File: config.mk
export PLATFORM = sky130hd
export DESIGN_NAME = bhbt_ctrl
export DESIGN_NICKNAME = d
export VERILOG_FILES = /design/src/bhbt_pkg.sv /design/src/bhbt_ctrl.sv
export SDC_FILE = /design/constraint.sdc
export NUM_CORES = 1
export LEC_CHECK = 0
export ABC_AREA = 1
export BUFFER_PORTS_ARGS = -buffer_cell sky130_fd_sc_hd__buf_4
export CORE_AREA = 5 5 42 44
export CTS_CLUSTER_SIZE = 14
export DETAILED_ROUTE_END_ITERATION = 7
export DIE_AREA = 0 0 47 49
export PLACE_DENSITY_LB_ADDON = 0.3
export SYNTH_ARGS = -nofsm -noshare
export SYNTH_HDL_FRONTEND = slang
export SYNTH_SLANG_ARGS = --single-unit
File: constraint.sdc
create_clock -name clock -period 1.1 [get_ports clock]
set_input_delay 0.22 -clock clock [delete_from_list [all_inputs] [get_ports clock]]
set_output_delay 0.22 -clock clock [all_outputs]
set_load 0.02 [all_outputs]
File: src/bhbt_pkg.sv
package bhbt_pkg;

   localparam int DATA_W          = 64;
   localparam int IDX_W           = 8;
   localparam int CSR_IDX_W       = 2;
   localparam int MAX_ADDR_W      = 17;
   localparam int BUFFER_ENTRIES_DEF = 256;

   // Pipeline stage bits used to build the register reset values
   localparam logic [DATA_W-1:0] STAGE_TOP_OF_PIPE    = 64'h0000_0000_0000_0001;
   localparam logic [DATA_W-1:0] STAGE_DRAW_INDIRECT  = 64'h0000_0000_0000_0002;
   localparam logic [DATA_W-1:0] STAGE_COMPUTE_SHADER = 64'h0000_0000_0000_0800;
   localparam logic [DATA_W-1:0] STAGE_ALL_TRANSFER   = 64'h0000_0000_0000_1000;
   localparam logic [DATA_W-1:0] STAGE_BOTTOM_OF_PIPE = 64'h0000_0000_0000_2000;
   localparam logic [DATA_W-1:0] STAGE_HOST           = 64'h0000_0000_0000_4000;
   localparam logic [DATA_W-1:0] STAGE_ALL_COMMANDS   = 64'h0000_0000_0001_0000;
   localparam logic [DATA_W-1:0] STAGE_COPY           = 64'h0000_0001_0000_0000;
   localparam logic [DATA_W-1:0] STAGE_CLEAR          = 64'h0000_0008_0000_0000;

   localparam logic [DATA_W-1:0] LEGAL_STAGE_RESET =
      STAGE_TOP_OF_PIPE | STAGE_DRAW_INDIRECT | STAGE_COMPUTE_SHADER |
      STAGE_ALL_TRANSFER | STAGE_BOTTOM_OF_PIPE | STAGE_HOST |
      STAGE_ALL_COMMANDS | STAGE_COPY | STAGE_CLEAR;
   localparam logic [DATA_W-1:0] WIDE_STAGE_RESET = STAGE_ALL_COMMANDS;

   typedef enum logic [1:0] {
      CMD_ACCESS = 2'd0,
      CMD_FLUSH  = 2'd1,
      CMD_CLEAR  = 2'd2
   } cmd_type;

   typedef enum logic [CSR_IDX_W-1:0] {
      CSR_COMPUTE_ONLY = 2'd0,
      CSR_LEGAL_STAGE  = 2'd1,
      CSR_WIDE_STAGE   = 2'd2
   } csr_idx_type;

   typedef struct packed {
      logic [DATA_W-1:0] vis_stage;
      logic [DATA_W-1:0] vis_access;
      logic [DATA_W-1:0] reader_stage;
      logic [DATA_W-1:0] wr_stage;
      logic [DATA_W-1:0] wr_access;
   } entry_type;

   typedef struct packed {
      logic capture;
      logic update;
      logic load_flush;
      logic load_zero;
      logic clear_pend;
      logic sweep_wr;
   } dp_cmd_type;

   typedef struct packed {
      logic idx_ok;
      logic sweep_last;
   } dp_status_type;

   function automatic logic [DATA_W-1:0] widen(
      input logic              coq,
      input logic [DATA_W-1:0] s,
      input logic [DATA_W-1:0] legal,
      input logic [DATA_W-1:0] wide
   );
      logic [DATA_W-1:0] r;
      r = s;
      if (coq && (s != '0) && ((s & ~legal) != '0)) begin
         r = (s & legal) | wide;
      end
      return r;
   endfunction

endpackage

File: src/bhbt_ctrl.sv
module bhbt_ctrl (
   input  logic                     clock,
   input  logic                     reset,
   input  logic                     req_valid,
   output logic                     req_stall,
   input  logic [1:0]               req_command,
   output logic                     rsp_valid,
   input  logic                     rsp_stall,
   output bhbt_pkg::dp_cmd_type     cmd,
   input  bhbt_pkg::dp_status_type  status
);
   import bhbt_pkg::*;

   typedef enum logic [2:0] {
      ST_SWEEP  = 3'b001,
      ST_IDLE   = 3'b010,
      ST_ACCESS = 3'b100
   } state_type;

   state_type state_ff, state_in;
   logic      rsp_valid_ff, rsp_valid_in;
   logic      accept;

   always_comb begin
      state_in  = state_ff;
      cmd       = '0;
      req_stall = (state_ff != ST_IDLE) || (rsp_valid_ff && rsp_stall);
      accept    = req_valid && !req_stall;
      case (state_ff)
         ST_SWEEP: begin
            cmd.sweep_wr = 1'b1;
            if (status.sweep_last) begin
               state_in = ST_IDLE;
            end
         end
         ST_IDLE: begin
            if (accept) begin
               case (cmd_type'(req_command))
                  CMD_ACCESS: begin
                     if (status.idx_ok) begin
                        cmd.capture = 1'b1;
                        state_in    = ST_ACCESS;
                     end else begin
                        cmd.load_zero = 1'b1;
                     end
                  end
                  CMD_FLUSH: cmd.load_flush = 1'b1;
                  CMD_CLEAR: begin
                     cmd.load_zero  = 1'b1;
                     cmd.clear_pend = 1'b1;
                     state_in       = ST_SWEEP;
                  end
                  default: cmd.load_zero = 1'b1;
               endcase
            end
         end
         ST_ACCESS: begin
            cmd.update    = 1'b1;
            cmd.load_zero = 1'b1;
            state_in      = ST_IDLE;
         end
         default: state_in = ST_IDLE;
      endcase
      rsp_valid_in = cmd.load_flush | cmd.load_zero | (rsp_valid_ff & rsp_stall);
   end

   always_ff @(posedge clock) begin
      if (reset) begin
         state_ff     <= ST_SWEEP;
         rsp_valid_ff <= 1'b0;
      end else begin
         state_ff     <= state_in;
         rsp_valid_ff <= rsp_valid_in;
      end
   end

   assign rsp_valid = rsp_valid_ff;

   a_access_one_cycle: assert property (@(posedge clock) disable iff (reset)
      state_ff == ST_ACCESS |=> state_ff == ST_IDLE)
      else $error("access state lasted more than one cycle");

   a_access_slot_free: assert property (@(posedge clock) disable iff (reset)
      state_ff == ST_ACCESS |-> !rsp_valid_ff)
      else $error("result slot occupied during entry update");

   a_accept_yields_result: assert property (@(posedge clock) disable iff (reset)
      accept |=> rsp_valid_ff || state_ff == ST_ACCESS)
      else $error("accepted transaction produced no result");

endmodule

## Word level (Yosys, flattened, before mapping)

Cells that the tools add are included.

- Output and inout port bits: 8
- Register bits after elaboration: 4
- Input bits: 8
- Word-level logic and storage cells: 40

- Reduce and logical (&&, ||, !) cells: 6
- Mux-type cells: 19
- Bitwise logic cells: 3
- Eq/ne operators: 10

Operators with widths:

| operator | number |
|---|---|
| two-way mux 3 bit | 4 |
| one-hot mux 3 bit (2 select lines) | 2 |
| two-way mux 1 bit | 11 |
| != test 2 bit (second input constant) | 2 |
| one-hot mux 1 bit (2 select lines) | 2 |
| AND reduction 4 bit | 1 |
| equality test 3 x 1 -> 1 bit (second input constant) | 1 |
| equality test 3 x 2 -> 1 bit (second input constant) | 1 |
| equality test 3 bit (second input constant) | 1 |
| != test 3 x 1 -> 1 bit (second input constant) | 1 |
| != test 3 x 2 -> 1 bit (second input constant) | 1 |
| != test 3 bit (second input constant) | 1 |
| equality test 2 x 1 -> 1 bit (second input constant) | 1 |
| equality test 2 bit (second input constant) | 1 |
| logical AND 1 bit | 2 |
| zero test 2 bit | 1 |
| OR 1 bit | 2 |
| AND 1 bit | 1 |
| zero test 1 bit | 1 |
| logical OR 1 bit | 1 |

## Logic depth before layout (Yosys ltp)

- Depth in word-level cells: 8
- Gate-level depth with buffers: 7
- Depth with buffers taken out: 7

## Worst setup path before layout

Ideal clock, no wire load.

- Kind: register -> output
- Start point: reg rsp_valid_ff (netlist: rsp_valid)
- End point: out cmd[5] (netlist name)
- Path buffers: 0
- Setup slack: -0.179 ns
- Stages on the path, launching flop included: 6
- Required time: 0.880 ns
- Arrival time: 1.059 ns
- Cells stage by stage: dfxtp_1 > nand2_1 > inv_1 > nor2_4 > nand2_1 > nor2_1

RTL lines:

| element | line | RTL |
|---|---|---|
| start: declaration | bhbt_ctrl.sv:21 | `logic rsp_valid_ff, rsp_valid_in;` |
| start signal: assignment | bhbt_ctrl.sv:73 | `rsp_valid_ff <= rsp_valid_in;` |
| end: declaration | bhbt_ctrl.sv:9 | `output bhbt_pkg::dp_cmd_type cmd,` |

==> run_summary.xml <==
<?xml version="1.0" encoding="UTF-8"?>
<metrics>
  <group name="run_status">
    <metric name="run_status" unit="">finished with violations</metric>
    <metric name="violations" unit="">negative setup slack</metric>
  </group>
  <group name="worst_setup_path">
    <metric name="worstSetupPathType" unit="">reg2out</metric>
    <metric name="worstReg2RegStart" unit="">state_ff[0]</metric>
    <metric name="reg2reg_setup_slack" unit="ns">0.03</metric>
    <metric name="worst-path-max-fanout" unit="">4</metric>
    <metric name="critical_path_arrival" unit="ns">1.13</metric>
    <metric name="worstSetupEndpointType" unit="">output port</metric>
    <metric name="critical_path.cell_chain" unit="">inv_2, nand3_4, nor2_4, nand2_1, nor2_2, buf_4</metric>
    <metric name="startpoint" unit="">state_ff[2]</metric>
    <metric name="max_stage_delay" unit="ns">0.32</metric>
    <metric name="cpMaxStageDelayCell" unit="">sky130_fd_sc_hd__dfxtp_2</metric>
    <metric name="cp-start-kind" unit="">flip-flop</metric>
    <metric name="worst-endpoint-required" unit="ns">0.88</metric>
  </group>
  <group name="layout">
    <metric name="design.final.nets" unit="">81</metric>
    <metric name="layout.cells.most_common_list" unit="">sky130_fd_sc_hd__buf_4 (17), sky130_fd_sc_hd__buf_6 (8), sky130_fd_sc_hd__inv_1 (5), sky130_fd_sc_hd__nand2_1 (5), sky130_fd_sc_hd__inv_2 (4)</metric>
    <metric name="final_layout_size_suffix_gt1_frac" unit="">0.7042</metric>
    <metric name="leading_cell_type_in_the_layout_fill_and_taps_excluded" unit="">sky130_fd_sc_hd__buf_4</metric>
    <metric name="fin_area" unit="µm²">595.6</metric>
    <metric name="ff_latch_area" unit="µm²">87.58</metric>
    <metric name="diodes" unit="">0</metric>
    <metric name="nFillCells" unit="">155</metric>
    <metric name="multi_input_area" unit="µm²">201.4</metric>
    <metric name="layout.cells.non_filler" unit="">87</metric>
    <metric name="layout.core_utilization" unit="">0.4250</metric>
    <metric name="synthToLayoutAreaGrowth" unit="%">117.4</metric>
  </group>
  <group name="flow_run">
    <metric name="maxCapViolations" unit="">0</metric>
  </group>
  <group name="die">
    <metric name="floorplan.rows" unit="">14</metric>
    <metric name="floorplan.die_area" unit="µm²">2303</metric>
    <metric name="floorplan.core_area" unit="µm²">1401</metric>
    <metric name="die_y" unit="µm">49</metric>
    <metric name="initial_utilization" unit="">0.1955</metric>
    <metric name="pin_count" unit="">16</metric>
    <metric name="die_x" unit="µm">47</metric>
  </group>
  <group name="place">
    <metric name="dp_hpwl" unit="µm">643.1</metric>
    <metric name="dpl.cell_count" unit="">82</metric>
    <metric name="post-place-ws" unit="ns">-0.05422</metric>
    <metric name="detailed_place.area" unit="µm²">478.0</metric>
    <metric name="placement.io_buffers" unit="">15</metric>
    <metric name="gp_congestion" unit="">0.8037</metric>
  </group>
  <group name="pwr">
    <metric name="totalPowerFinal" unit="mW">0.5150</metric>
    <metric name="net_switching_component_of_the_power" unit="mW">0.1497</metric>
    <metric name="share_clk_of_total_power" unit="">0.351</metric>
    <metric name="power.density" unit="nW/µm²">864.7</metric>
    <metric name="leakagePower" unit="nW">0.3019</metric>
    <metric name="vdd.ir_drop.worst" unit="µV">360.9</metric>
    <metric name="power.share.sequential" unit="">0.320</metric>
    <metric name="swShare" unit="">0.2907</metric>
    <metric name="p_int" unit="mW">0.3653</metric>
    <metric name="p_comb_frac" unit="">0.329</metric>
  </group>
  <group name="routing">
    <metric name="drt_first_iter_violations" unit="">6</metric>
    <metric name="drt.antenna.violating_nets" unit="">0</metric>
    <metric name="route.detailed.wl_per_inst" unit="µm">9.287</metric>
    <metric name="detail_route.vias_per_cell" unit="">4.207</metric>
    <metric name="route.detailed.drc" unit="">0</metric>
    <metric name="firstDrtPassIters" unit="">4</metric>
    <metric name="route.final.wire_length" unit="µm">808</metric>
    <metric name="num_vias" unit="">366</metric>
  </group>
  <group name="sta">
    <metric name="drv_slew" unit="">0</metric>
    <metric name="min_period_over_period" unit="">1.224</metric>
    <metric name="number_of_endpoints_with_negative_hold_slack_in_the_final_report" unit="">0</metric>
    <metric name="fin_tns_setup" unit="ns">-1.454</metric>
    <metric name="setup_viol" unit="">7</metric>
    <metric name="grt_setup_unrepaired" unit="">yes</metric>
    <metric name="timing.clock.skew" unit="ns">0.005252</metric>
    <metric name="tightest_slew" unit="ns">0.2270</metric>
    <metric name="worst_slack" unit="ns">-0.2463</metric>
    <metric name="finalWorstPathRequiredPeriod" unit="ns">1.346</metric>
    <metric name="finalHoldWorstSlack" unit="ns">0.1595</metric>
    <metric name="slew-limit-headroom" unit="">0.8471</metric>
    <metric name="fmaxAchievable" unit="MHz">742.8</metric>
  </group>
  <group name="clock_tree">
    <metric name="post_cts_hold_buffer_count" unit="">0</metric>
    <metric name="clock_insertion_delay_worst_skew" unit="ns">0.23</metric>
    <metric name="h-tree-depth" unit="">1</metric>
    <metric name="ctsLongestPathBuffers" unit="">2</metric>
    <metric name="cts.reportedPaths.clkPinSlew" unit="ns">0.04</metric>
    <metric name="cts-buffers-inserted" unit="">3</metric>
    <metric name="cts_sinks" unit="">4</metric>
    <metric name="cts_tree" unit="">built</metric>
    <metric name="root_buffer" unit="">sky130_fd_sc_hd__clkbuf_4</metric>
  </group>
  <group name="global_routing">
    <metric name="first_global_vias" unit="">390</metric>
    <metric name="grt_max_degree" unit="">6</metric>
    <metric name="grt_first_pass_wirelength" unit="µm">1531</metric>
    <metric name="global_route.overflow_total" unit="">0</metric>
    <metric name="number_of_antenna_violations_at_the_first_check_in_global_routing" unit="">0</metric>
    <metric name="globalRouteTotalUtil" unit="">0.09219</metric>
  </group>
  <group name="synthesis">
    <metric name="sequential_element_share_of_the_synthesized_area" unit="">0.2922</metric>
    <metric name="netlist_top_cells_area" unit="">sky130_fd_sc_hd__dfxtp_1 (29%), sky130_fd_sc_hd__inv_1 (12%), sky130_fd_sc_hd__nand2_1 (8.2%), sky130_fd_sc_hd__nand3_2 (7.3%), sky130_fd_sc_hd__nor2_1 (6.8%)</metric>
    <metric name="synth.cell_area" unit="µm²">274.0</metric>
    <metric name="synthesized_net_count" unit="">51</metric>
    <metric name="syn_area_per_cell" unit="µm²">6.372</metric>
    <metric name="post-synth-top-area-fraction" unit="">0.2922</metric>
    <metric name="synthDominantAreaCellType" unit="">sky130_fd_sc_hd__dfxtp_1</metric>
    <metric name="post_synth_inst_count" unit="">43</metric>
    <metric name="yosys_register_bits" unit="">4</metric>
    <metric name="synthDistinctLibCells" unit="">15</metric>
    <metric name="synthesis.yosys.warnings" unit="">0</metric>
  </group>
  <group name="worst_hold_path">
    <metric name="hold_path.class" unit="">in2reg</metric>
    <metric name="hold_path_startpoint" unit="">reset</metric>
  </group>
</metrics>
cell families after synthesis:
group / Yosys count / share of synthesized area
simple gates: 26 / 0.5205
compound gates: 2 / 0.03649
buf+inv: 11 / 0.1507
flops: 4 / 0.2922
path summary, 6_finish.rpt:
path | endpoint | depth (start not counted)
min reg2reg | state_ff[1] | 3
max reg2reg | rsp_valid | 8
max | cmd[5] | 6
min | rsp_valid | 2
what timing repair did:
action / in CTS / in global routing
buffers inserted: 2 / 2
endpoints found under the setup margin: 7 / 10
endpoints found under the hold margin: 0 / 0
gates resized for setup: 13 / 11
gates cloned: 0 / 0
pin swaps: 3 / 6
state kept, by name, summed over array words and instances, names as in the netlist:
signal	count
state_ff	3
rsp_valid	1
per-layer routing:
layer | vias up | wire [µm] | track usage | part of all wire
li1 | 189 | - | - | -
met1 | 166 | 366 | 0.1228 | 0.45
met2 | 11 | 402 | 0.1199 | 0.50
met3 | 0 | 39 | 0.02583 | 0.048
met4 | 0 | 0 | 0.06912 | 0
met5 | - | 0 | 0 | 0
power by group through the flow:
stage	Sequential [mW]	Combinational, mW	Clock, mW
after floorplan	0.165	0.0614	0
after global placement	0.163	0.132	0
after detailed placement	0.163	0.133	0
after CTS	0.163	0.160	0.189
after global routing	0.166	0.186	0.199
final	0.165	0.169	0.181
cell usage after synthesis, drive strengths merged:
master and count:
nand3b 1, dfxtp 4, nand2 8, nand3 5, nor2 8, o21ai 1
a21oi 1, nor3 2, nand4 2, inv 11
critical path, delay by kind of cell (launching register included):
family,cells,cell delay [ns]
AND/OR/NAND/NOR,4,0.37
flip-flops,1,0.32
buffers and inverters,2,0.20
area by class of cell:
type	instances	area share
Clock buffer	3	0.03782
Inverter	11	0.07773
Multi-Input combinational cell	28	0.3382
Sequential cell	4	0.1471
Tap cell	16	0.03361
Timing Repair Buffer	25	0.3655
No activity file was read; power rests on OpenSTA's default activity.
